<file path="src/msha_pkg.sv">
// ----------------------------------------------------------------------------
// msha_pkg
// Shared constants for the Minkowski sum hull area block.
// ----------------------------------------------------------------------------
`default_nettype none

package msha_pkg;

  // default job size and coordinate width
  localparam int MAX_POINTS_DEF = 1024;
  localparam int COORD_BITS_DEF = 21;

  // result width and accumulator width (area is summed modulo 2^ACC_W)
  localparam int AREA_W = 48;
  localparam int ACC_W  = 64;

endpackage : msha_pkg

`default_nettype wire

</file>
<file path="src/msha_cross.sv">
// ----------------------------------------------------------------------------
// msha_cross
// Cross product unit: res = ax*by - ay*bx on one shared multiplier.
// The result is registered in res and flagged by done, which rises in the same cycle.
// ----------------------------------------------------------------------------
`default_nettype none

module msha_cross
  import msha_pkg::*;
#(
  parameter int MW = 24
) (
  input  wire logic                 clk,
  input  wire logic                 rst_n,
  input  wire logic                 start,
  input  wire logic signed [MW-1:0] ax,
  input  wire logic signed [MW-1:0] ay,
  input  wire logic signed [MW-1:0] bx,
  input  wire logic signed [MW-1:0] by,
  output logic                      done,
  output logic signed [ACC_W-1:0]   res
);

  logic signed [MW-1:0]   ax_r, ay_r, bx_r, by_r;
  logic [2:0]             ph_r;
  logic                   done_r;
  logic signed [2*MW-1:0] prod_r, p1_r;
  logic signed [2*MW-1:0] mul_a;
  logic signed [2*MW:0]   diff;
  logic signed [ACC_W-1:0] res_r;

  // first phase takes ax*by, second ay*bx
  assign mul_a = ph_r[0] ? ax_r * by_r : ay_r * bx_r;
  assign diff  = (2*MW+1)'(p1_r) - (2*MW+1)'(prod_r);

  always_ff @(posedge clk) begin
    if (!rst_n) begin
      ph_r   <= '0;
      done_r <= 1'b0;
    end else begin
      ph_r   <= {ph_r[1:0], start};
      done_r <= ph_r[2];
    end
  end

  always_ff @(posedge clk) begin
    if (start) begin
      ax_r <= ax;
      ay_r <= ay;
      bx_r <= bx;
      by_r <= by;
    end
    if (ph_r[0] || ph_r[1]) begin
      prod_r <= mul_a;
    end
    if (ph_r[1]) begin
      p1_r <= prod_r;
    end
    if (ph_r[2]) begin
      res_r <= ACC_W'(diff);
    end
  end

  assign done = done_r;
  assign res  = res_r;

endmodule : msha_cross

`default_nettype wire

</file>
<file path="config.mk">
export PLATFORM = sky130hd
export DESIGN_NAME = msha_cross
export DESIGN_NICKNAME = d
export VERILOG_FILES = /design/src/msha_pkg.sv /design/src/msha_cross.sv
export SDC_FILE = /design/constraint.sdc
export NUM_CORES = 2
export LEC_CHECK = 0
export BUFFER_PORTS_ARGS = -buffer_cell sky130_fd_sc_hd__clkbuf_2
export CAP_MARGIN = 10
export CORE_MARGIN = 5
export CORE_UTILIZATION = 41
export CTS_BUF_LIST = sky130_fd_sc_hd__clkbuf_8
export DETAILED_ROUTE_END_ITERATION = 6
export GPL_TIMING_DRIVEN = 0
export SYNTH_ARGS = -nofsm -noshare
export SYNTH_HDL_FRONTEND = slang
export SYNTH_SLANG_ARGS = --single-unit
</file>
<file path="constraint.sdc">
create_clock -name clk -period 19.5 [get_ports clk]
set_clock_uncertainty 0.1 [all_clocks]
set_input_delay 4.875 -clock clk [delete_from_list [all_inputs] [get_ports clk]]
set_output_delay 4.875 -clock clk [all_outputs]
set_load 0.02 [all_outputs]
</file>
==> out/metrics.cfg <==
[floorplan]
core_area_um2=128000
die_w_um=369
initial_core_util=0.413
io_pins=164
fp-row-count=131
die-area_um2=136000
dieHeight_um=369

[critical_path]
end_kind=flop
critical_path_class=reg -> reg
r2r_cells=24
start_kind=flop
cp_max_fo=10
r2r_start=bx_r[0]$_DFFE_PP_
setup.worst_path.end=prod_r[47]$_DFFE_PP_
regToRegSetupSlack_ns=10.27
crit_arrival_ns=9.48
cp.required_ns=19.76
timing.rr.end=prod_r[47]$_DFFE_PP_
crit_path_start=bx_r[0]$_DFFE_PP_

[drt]
wire_per_inst_um=22.2
drt_iter0_drc=3104
vias=37700
postRouteAntennaNets=0
firstDrtPassIters=5
via_per_inst=5.20
route.detailed.drc=0
wl_um=161000

[hold_path]
min_path_type=reg -> reg
worstHoldPathCells=0
min_from=prod_r[3]$_DFFE_PP_

[clocking]
insertion_delay_ns=0.75
h-tree-depth=2
cts.sinks=245
root_buffer=clkbuf_8
cts_buffers=49
clk_path_buf_depth=3
cts_tree=built
cts-hold-fix-buffers=0
clk_pin_slew_ns=0.06
cts_resized=0
post-cts-setup-buffers=0

[logic_synthesis]
synth_area_um2=52800
synth-edff-count=241
synth.distinct_cells=80
synth_ff_type=edfxtp_1
async_reset_ff_frac=0
syn_avg_cell_area_um2=9.92
netlist_instances=5320
synth_fp_nets=6950
ys_ff_latch=245
yosysWarnings=0
ys_seq_area_frac=0.139

[grt]
grt_overflow_total=0
grt_pass1_vias=40400
gr-usage-all-layers=0.242
grt_max_degree=55
antenna_found_initial=15
grt_pass1_wl_um=245000

[cells_and_area]
area_delta_synth_final_pct=7.54
drive_above_1_share=0.0504
mostFrequentLayoutCells=inv_1 (1273), fa_1 (1215), nand2_1 (659)
mostFrequentLayoutCell=inv_1
nets=7168
fillers=12400

[sta]
worst_pin_slew_ns=1.24
fmax_mhz=108
fin_crit_ns=9.23
hold_viol_final=0
fin_tns_setup_ns=0
hold_slack_ns=0.302
post-route-period-util=0.473
relSlewSlack=0.172
slew_viol_final=0
finalSetupViolCount=0
rsz0062_at_grt=false

[run]
cap_violations=0

[placed_design]
io_buffer_count=163
gp_congestion=0.995
dpl.hpwl_um=136000

[status]
outcome=complete, no violations

per-layer routing:
metal / GRT usage / wire length, µm / share of wire / vias to the layer above
met2: 0.376 / 71900 / 0.45 / 1577
met5: 0 / 80 / 0.00050 / -
met3: 0.0678 / 15900 / 0.099 / 387
met4: 0.103 / 8390 / 0.052 / 12
li1: - / - / - / 16300
met1: 0.318 / 64600 / 0.40 / 19400
per-stage QoR:
step           cell area (µm²)  instances   util  worst slack [ns]
3_5_place_dp             55700       7148  0.437             10.45
4_1_cts                  56700       7236  0.444             10.31
2_1_floorplan            52800       5320      -             12.12
5_1_grt                  56700       7239  0.444              9.84
6_report                 56700       7252  0.444             10.27
3_3_place_gp             55700       7145  0.436             10.50
worst min path at each step:
stage	end	slack, ns
3_3_place_gp	p1_r[37]$_DFFE_PP_	0.33
3_5_place_dp	p1_r[3]$_DFFE_PP_	0.34
2_1_floorplan	p1_r[10]$_DFFE_PP_	0.33
6_report	p1_r[3]$_DFFE_PP_	0.30
5_1_grt	p1_r[4]$_DFFE_PP_	0.31
4_1_cts	p1_r[3]$_DFFE_PP_	0.30
logic make-up (layout without fill, tap and decap cells):
family / count (synthesis) / after routing / synth area share
fa+ha+maj: 1531 / 1531 / 0.536
mux: 14 / 14 / 0.00277
flops: 245 / 245 / 0.139
compound gates: 448 / 448 / 0.0558
buf+inv: 1498 / 1753 / 0.108
xor+xnor: 145 / 145 / 0.0241
other cells: 0 / 15 / 0
simple gates: 1439 / 1439 / 0.135
layout make-up:
class | instances | area (µm²) | share of cell area
repair buffers | 167 | 903 | 0.0159
flip-flops and latches | 245 | 7320 | 0.129
clock inverters | 39 | 283 | 0.00498
clock buffers | 49 | 674 | 0.0119
plain buffers | 234 | 943 | 0.0166
multi-input cells | 3577 | 39800 | 0.701
inverters | 1264 | 4740 | 0.0836
diodes | 15 | 37.5 | 0.000661
well taps | 1662 | 2080 | 0.0366
state kept, by name (all words and copies together) (netlist names):
register	cells
by_r	24
ay_r	24
ph_r	3
bx_r	24
prod_r	48
done	1
ax_r	24
res	49
p1_r	48
synth_stat cells, types with 70 or more instances:
cell | n | share of area
o21ai_0 | 70 | 0.0066
fa_1 | 1215 | 0.46
nor2_1 | 92 | 0.0065
and2_1 | 542 | 0.064
clkbuf_1 | 212 | 0.015
inv_1 | 1262 | 0.090
nand2_1 | 659 | 0.047
a21o_1 | 76 | 0.011
ha_1 | 316 | 0.075
edfxtp_1 | 241 | 0.14
xnor2_1 | 89 | 0.015
a21oi_1 | 139 | 0.013
worst max-delay path: stages, from the launching register on:
cell and delay [ns]:
edfxtp_1 0.67, clkbuf_1 0.73, nand2_1 0.23, inv_1 0.19
fa_1 0.56, fa_1 0.79, inv_1 0.29, fa_1 0.86
inv_1 0.31, fa_1 0.53, fa_1 0.57, fa_1 0.43
fa_1 0.48, ha_1 0.29, clkbuf_1 0.20, a21oi_1 0.37
nor2b_1 0.08, o21ai_0 0.16, nand2b_1 0.11, a21oi_1 0.15
o21ai_0 0.09, a21oi_1 0.27, o21ai_1 0.14, xnor2_1 0.16
mux2i_1 0.08
Power is left out: the tool's default activity adds up to more than one toggle a clock period on the data nets, which glitch-free logic cannot reach.
