===== config.mk =====
export PLATFORM = sky130hd
export DESIGN_NAME = msha_ram
export DESIGN_NICKNAME = d
export VERILOG_FILES = /design/src/msha_ram.sv
export SDC_FILE = /design/constraint.sdc
export NUM_CORES = 1
export LEC_CHECK = 0
export BUFFER_PORTS_ARGS = -buffer_cell sky130_fd_sc_hd__buf_2
export CAP_MARGIN = 20
export CORE_ASPECT_RATIO = 0.6
export CORE_MARGIN = 2
export CORE_UTILIZATION = 40
export CTS_CLUSTER_SIZE = 8
export DETAILED_ROUTE_END_ITERATION = 6
export PLACE_DENSITY = 0.59
export SYNTH_ARGS = -nofsm -noshare
export SYNTH_HDL_FRONTEND = slang
export SYNTH_SLANG_ARGS = --single-unit

===== constraint.sdc =====
create_clock -name clk -period 2.7 [get_ports clk]
set_clock_uncertainty 0.1 [all_clocks]
set_input_delay 0.405 -clock clk [delete_from_list [all_inputs] [get_ports clk]]
set_output_delay 0.405 -clock clk [all_outputs]
set_load 0.05 [all_outputs]

===== src/msha_ram.sv =====
// ----------------------------------------------------------------------------
// msha_ram
// Generic single-write, single-read synchronous RAM with registered read data.
// ----------------------------------------------------------------------------
`default_nettype none

module msha_ram #(
  parameter int WIDTH = 8,
  parameter int DEPTH = 16
) (
  input  wire logic                     clk,
  input  wire logic                     we,
  input  wire logic [$clog2(DEPTH)-1:0] waddr,
  input  wire logic [WIDTH-1:0]         wdata,
  input  wire logic [$clog2(DEPTH)-1:0] raddr,
  output logic      [WIDTH-1:0]         rdata
);

  logic [WIDTH-1:0] mem [DEPTH];

  always_ff @(posedge clk) begin
    if (we) begin
      mem[waddr] <= wdata;
    end
    rdata <= mem[raddr];
  end

endmodule : msha_ram

`default_nettype wire


==> summary.txt, run 1 <==
Run
  – Number of max-cap violations: 0

Timing
  – Unrepaired setup endpoints after global routing: no
  – Max Slew Vio Count: 0
  – Maximum frequency from static timing analysis: ~650 MHz
  – Final TNS setup: 0 ns
  – Hold Vio Cnt, Final: 0
  – Max-slew headroom: 0.4602
  – Clock period minus final worst setup slack: about 1.5 ns
  – Final critical-path share of the clock period: 0.5726
  – Final setup violation count: 0
  – Pin slew with the least headroom to its limit: between 0.8 and 0.9 ns

Finish
  – Design Area, Final: slightly above 6000 µm²
  – Storage cell area: 4004 µm²
  – Filler instances: just over 1,000
  – Antenna Cells: 0
  – Total number of nets in the final design: 300
  – Share of cells above drive strength 1: 0.2983
  – Final standard cell count with taps included and fillers excluded: approximately 470
  – Area growth, synth to finish: 18.52%
  – Area of combinational cells with multiple inputs: roughly 1100 µm²

Clocking
  – CTS clk-pin slew, worst paths: 0.05 ns
  – Number of gates given a new drive strength after cts: 0
  – Number of sinks handled by clock tree synthesis: about 140
  – CTS Buffer Depth: 2
  – Worst-skew pair later-pin latency: between 0.4 and 0.5 ns
  – Total clock buffers created by CTS: 17
  – Setup bufs post-CTS: 0
  – Hold_buf cts: 0
  – Clock tree from TritonCTS: done
  – Depth of the CTS H-tree: 4
  – Root Buffer: sky130_fd_sc_hd__clkbuf_16

Status
  – Run status: finished, final reports clean

Power and ir drop
  – Net load switching power: about 1 mW
  – Power share of the sequential group: 0.495
  – Peak supply drop: roughly 0.00040 V
  – Static leakage: 2.063 nW
  – Switching fraction of total power: 0.2088
  – Internal power component: 3.794 mW
  – Total power of the final layout: between 4 and 5 mW
  – Clock power frac: 0.450
  – Fraction of power consumed by combinational cells: 0.055
  – Total power density per cell area: approximately 800 nW/µm²

Global routing
  – Global-route wire length before repair: 15,620 µm
  – Overall routing resource usage: 0.1645
  – Number of global-route vias before repair: 2,554
  – Number of antenna violations at the first check in global routing: 0
  – Maximum number of pins on one net before global-route repair: 33
  – Total congestion overflow after global routing: 0

Synth
  – Count of flip-flops with a built-in enable after synthesis: ~130
  – Post-synthesis async set-or-reset flop share: 0
  – Number of warnings issued by yosys: 0
  – Top_reg_cell synth: sky130_fd_sc_hd__edfxtp_1
  – Sequential-to-total area share from yosys stat: 0.7778
  – Mean cell area of the mapped netlist: about 22 µm²
  – Cells after synthesis: around 230
  – Post-synth cell types: 19
  – Number of flip-flops and latches in the synthesized netlist: ~140
  – Net count of the mapped netlist: between 200 and 250
  – Netlist area before placement: 5147 µm²

Critical path
  – Slowest stage cell, crit path: sky130_fd_sc_hd__dfxtp_1
  – Buf/Inv on CP: 1
  – Signal arrival time at the worst endpoint: 1.04 ns
  – Worst-path maximum fanout: 1
  – Worst Setup End Kind: output pin
  – Crit path max-delay family: flip-flops
  – Critical path cell sequence: buf_2
  – Worst Setup Start Kind: register
  – Endpoint required time on the critical path: approximately 2.2 ns
  – Setup CP Type: reg -> out
  – Largest incremental delay on the critical path: 0.35 ns

Floorplan
  – Initial cell density of the core: 0.4056
  – Area of the core region: 12,690 µm²
  – Area of the die: 13,820 µm²
  – Horizontal die dimension: roughly 150 µm
  – Row cnt: 32
  – Top-level port count: 26
  – Die Span Y: about 90 µm

Routing
  – Via Count: 2,458
  – Routed wire length per instance: between 20 and 25 µm
  – ANT nets after route: 0
  – Average via count per standard cell: between 5 and 6
  – DRC: 0
  – Routed wire length: slightly above 10,000 µm
  – Iter 0 DRT Violations: roughly 190
  – Number of detailed-routing iterations run before antenna repair: 6

Place
  – Number of buffers added on ports: 25
  – Cell count after placement: around 430
  – Area of placed instances: 5554 µm²
  – Final weighted congestion of routability-driven global placement: around 0.72
  – Total half-perimeter wirelength after legalization and detailed placement: approximately 6600 µm

Min path
  – Class of the tightest hold or removal check: in -> reg
power by group through the flow:
stage / clock network, mW / registers, mW / logic (mW)
detailed placement: 0 / 2.42 / 0.269
floorplan: 0 / 2.46 / 0.120
finish: 2.16 / 2.37 / 0.265
global placement: 0 / 2.42 / 0.264
CTS: 2.18 / 2.38 / 0.269
global route: 2.27 / 2.38 / 0.285
final timing paths:
check	startpoint	endpoint	slack [ns]	cells past startpoint
max	rdata[4]	rdata[4]	1.15	1
min	wdata[6]	mem[15][6]	0.29	1
max reg2reg	mem[6][0]	rdata[0]	1.27	3
min reg2reg	mem[14][4]	rdata[4]	0.57	3
metrics by stage:
step	hold slack, ns	utilization	worst slack (ns)
5_1_grt	0.2941	0.4807	1.092
4_1_cts	0.2811	0.4807	1.103
3_5_place_dp	0.5540	0.4376	0.7032
3_3_place_gp	0.5572	0.4376	0.7190
2_1_floorplan	0.4039	-	0.7021
6_report	0.2875	0.4807	1.154
per-layer routing:
metal,global-route usage,part of all wire,up-vias
li1,-,-,1080
met1,0.2536,0.49,1290
met2,0.2197,0.43,76
met3,0.04925,0.066,12
met4,0.05896,0.013,0
met5,0,0,-
synth_stat cells (3+ instances only):
cell,instances,area share
sky130_fd_sc_hd__mux4_1,14,0.071
sky130_fd_sc_hd__edfxtp_1,128,0.75
sky130_fd_sc_hd__nor2_1,13,0.0095
sky130_fd_sc_hd__buf_6,3,0.0066
sky130_fd_sc_hd__clkdlybuf4s25_2,3,0.0058
sky130_fd_sc_hd__mux4_2,18,0.079
sky130_fd_sc_hd__dfxtp_1,8,0.031
sky130_fd_sc_hd__a22oi_1,16,0.023
sky130_fd_sc_hd__nand2_1,9,0.0066
sky130_fd_sc_hd__nor3_1,4,0.0039
sky130_fd_sc_hd__buf_2,3,0.0029
registers in the layout (all words and copies together), names as in the netlist:
signal	flops
mem	128
rdata	8
cells by family after synthesis:
group / synth area share
DFF: 0.7778
buffers and inverters: 0.01677
and+or+nand+nor: 0.03184
muxes: 0.1502
AOI/OAI and AO/OA: 0.02334
layout make-up:
| class | count | area share |
|---|---|---|
| clock buffer | 21 | 0.07219 |
| clock inverter | 11 | 0.01743 |
| multi-input combinational | 83 | 0.1733 |
| sequential | 136 | 0.6563 |
| tap | 170 | 0.03486 |
| timing repair buffer | 44 | 0.04594 |
placed cells by master, fill, tap and decap left out:
cell type	n
sky130_fd_sc_hd__mux4_2	18
sky130_fd_sc_hd__buf_12	1
sky130_fd_sc_hd__mux4_1	14
sky130_fd_sc_hd__buf_2	25
sky130_fd_sc_hd__nor2b_1	1
sky130_fd_sc_hd__nand2_1	9
sky130_fd_sc_hd__and2b_1	1
sky130_fd_sc_hd__clkbuf_1	4
sky130_fd_sc_hd__clkinv_2	4
sky130_fd_sc_hd__nand3_1	1
sky130_fd_sc_hd__bufinv_16	2
sky130_fd_sc_hd__nor2_1	13
sky130_fd_sc_hd__nand2b_1	2
sky130_fd_sc_hd__dfxtp_1	8
sky130_fd_sc_hd__edfxtp_1	128
sky130_fd_sc_hd__clkinv_1	3
sky130_fd_sc_hd__clkinvlp_4	2
sky130_fd_sc_hd__or3b_2	1
sky130_fd_sc_hd__clkbuf_16	17
sky130_fd_sc_hd__nor3_1	4
sky130_fd_sc_hd__a22oi_1	16
sky130_fd_sc_hd__and2_1	1
sky130_fd_sc_hd__nand3b_1	2
sky130_fd_sc_hd__buf_4	18
(Power assumes the default switching activity.)
==> run 2: changes to the inputs <==
PLACE_DENSITY = 0.61   (was 0.59)
clock period = 1.4 ns   (was 2.7 ns; I/O delays follow)
==> run 2 against run 1 <==
Global-route usage decreased by 0.13 points. Critical path depth increased by 2. Largest cell class unchanged. Die area unchanged. Hold slack got worse by 0.21 ns.
==> summary.txt, run 2 (same netlist as run 1, synthesis figures left out) <==
Routing
  – Iter 0 DRT Violations: approximately 110
  – Number of detailed-routing iterations run before antenna repair: 4
  – DRC: 0
  – Via Count: roughly 2,500
  – Routed wire length per instance: around 21 µm
  – Routed wire length: between 10,000 and 15,000 µm
  – ANT nets after route: 0
  – Average via count per standard cell: 5.209

Critical path
  – Worst Setup End Kind: register
  – Signal arrival time at the worst endpoint: approximately 1.6 ns
  – Number of cells on the worst reg-to-reg path: 3
  – Largest incremental delay on the critical path: 0.53 ns
  – Worst-path maximum fanout: 1
  – Reg2reg start: mem[7][5]
  – Slowest stage cell, crit path: sky130_fd_sc_hd__mux4_2
  – Endpoint required time on the critical path: roughly 1.6 ns
  – Critical path cell sequence: mux4_2 -> a22oi_2 -> nand2_1
  – Worst Setup Start Kind: register
  – Setup CP Type: reg -> reg
  – Setup crit start: mem[7][5]

Finish
  – Commonest cells after routing, fill and taps aside: sky130_fd_sc_hd__edfxtp_1, sky130_fd_sc_hd__buf_4, sky130_fd_sc_hd__mux4_2, sky130_fd_sc_hd__buf_2, sky130_fd_sc_hd__clkbuf_16
  – Commonest non-fill, non-tap cell in the layout: sky130_fd_sc_hd__edfxtp_1
  – Top Registers: mem: 128 flops, rdata: 8 flops
  – Design Area, Final: about 6400 µm²
  – Post-layout utilization of the core: 0.5060
  – Share of cells above drive strength 1: 0.4299
  – Flip-flop count of the largest register, all copies and words added: around 130
  – Total number of nets in the final design: around 320
  – Antenna Cells: 0
  – Reg with most FFs: mem
  – Area growth, synth to finish: 24.77%
  – Filler instances: a little under 1,000

Global routing
  – Global-route wire length before repair: roughly 16,000 µm
  – Overall routing resource usage: 0.1632
  – Number of global-route vias before repair: ~2,600
  – Number of antenna violations at the first check in global routing: 0
  – Total congestion overflow after global routing: 0
  – Maximum number of pins on one net before global-route repair: 22

Place
  – Final weighted congestion of routability-driven global placement: between 0.7 and 0.8
  – Worst-case setup slack after placement: -0.3039 ns
  – Number of buffers added on ports: 25
  – Area of placed instances: a little under 6000 µm²
  – Total half-perimeter wirelength after legalization and detailed placement: 7069 µm

Timing
  – Maximum frequency from static timing analysis: between 700 and 800 MHz
  – Clock period minus final worst setup slack: roughly 1.4 ns
  – Final setup margin: roughly 0.046 ns
  – Pin slew with the least headroom to its limit: around 1.1 ns
  – Final TNS setup: 0 ns
  – Final setup violation count: 0
  – Final critical-path share of the clock period: 0.9674
  – Max Slew Vio Count: 0
  – Unrepaired setup endpoints after global routing: yes
  – Max-slew headroom: 0.2880
  – Hold Vio Cnt, Final: 0

Run
  – Number of max-cap violations: 0

Power and ir drop
  – Clock power frac: 0.462
  – Fraction of power consumed by combinational cells: 0.060
  – Static leakage: approximately 2.2 nW
  – Total power of the final layout: around 9.6 mW
  – Net load switching power: around 2.2 mW
  – Peak supply drop: 0.0008854 V
  – Power share of the sequential group: 0.478
  – Total power density per cell area: 1494 nW/µm²
  – Switching fraction of total power: 0.2244
  – Internal power component: 7.440 mW

Floorplan
  – Initial cell density of the core: 0.4056
  – Row cnt: 32
  – Area of the core region: 12,690 µm²
  – Die Span Y: between 90 and 100 µm
  – Area of the die: 13,820 µm²
  – Horizontal die dimension: ~150 µm
  – Top-level port count: 26

Min path
  – Class of the tightest hold or removal check: in -> reg
  – Start point of the worst min-delay path: wdata[6]
  – Number of instances on the worst hold path: 1

Status
  – Run status: finished, final reports clean

Clocking
  – Setup bufs post-CTS: 0
  – CTS Buffer Depth: 2
  – Root Buffer: sky130_fd_sc_hd__clkbuf_16
  – Total clock buffers created by CTS: 17
  – Clock tree from TritonCTS: done
  – Hold_buf cts: 0
  – Worst-skew pair later-pin latency: between 0.4 and 0.5 ns
  – Number of sinks handled by clock tree synthesis: around 140
  – CTS clk-pin slew, worst paths: around 0.060 ns
  – Depth of the CTS H-tree: 4
[run 2: layout make-up]
type / count / area (µm²) / area share
clock inverters: 15 / 170.2 / 0.02650
flip-flops and latches: 136 / 4004 / 0.6234
repair buffers: 63 / 490.5 / 0.07637
multi-input cells: 83 / 1120 / 0.1744
clock buffers: 17 / 425.4 / 0.06624
well taps: 170 / 212.7 / 0.03312
[run 2: path summary, 6_finish.rpt]
check                            endpoint  slack (ns)
worst max-delay path             rdata[5]        0.05
worst min-delay path            mem[7][6]        0.08
worst max register to register   rdata[5]        0.05
worst min register to register   rdata[1]        0.58
[run 2: metal layers]
metal	track usage	wire (µm)	up-vias
met5	0	0	-
met4	0.05896	97	0
met3	0.04826	489	9
met2	0.2280	4652	55
met1	0.2430	5042	1339
li1	-	-	1118
[run 2: what timing repair did]
| action | CTS | global route |
|---|---|---|
| setup endpoints to repair | 3 | 7 |
| cloned | 0 | 0 |
| resized for setup | 3 | 13 |
| pin swaps | 0 | 1 |
| endpoints found under the hold margin | 0 | 0 |
[run 2: worst max-delay path, delay by kind of cell (launching register included)]
| kind | cells | cell delay [ns] |
|---|---|---|
| AO/OA/AOI/OAI | 1 | 0.13 |
| flip-flops | 1 | 0.38 |
| multiplexers | 1 | 0.53 |
| AND/OR/NAND/NOR | 1 | 0.08 |
[run 2: power groups by stage]
| stage | logic, mW | registers, mW | clock network (mW) |
|---|---|---|---|
| after floorplan | 0.239 | 4.75 | 0 |
| after global placement | 0.550 | 4.67 | 0 |
| after detailed placement | 0.559 | 4.67 | 0 |
| after CTS | 0.567 | 4.58 | 4.51 |
| after global routing | 0.619 | 4.59 | 4.69 |
| final | 0.577 | 4.58 | 4.43 |
[run 2: metrics by stage]
stage / hold WS (ns) / cells
final: 0.07803 / 484
after global routing: 0.08341 / 484
after CTS: 0.07163 / 484
after detailed placement: 0.5175 / 452
after global placement: 0.5089 / 452
after floorplan: 0.2089 / 229
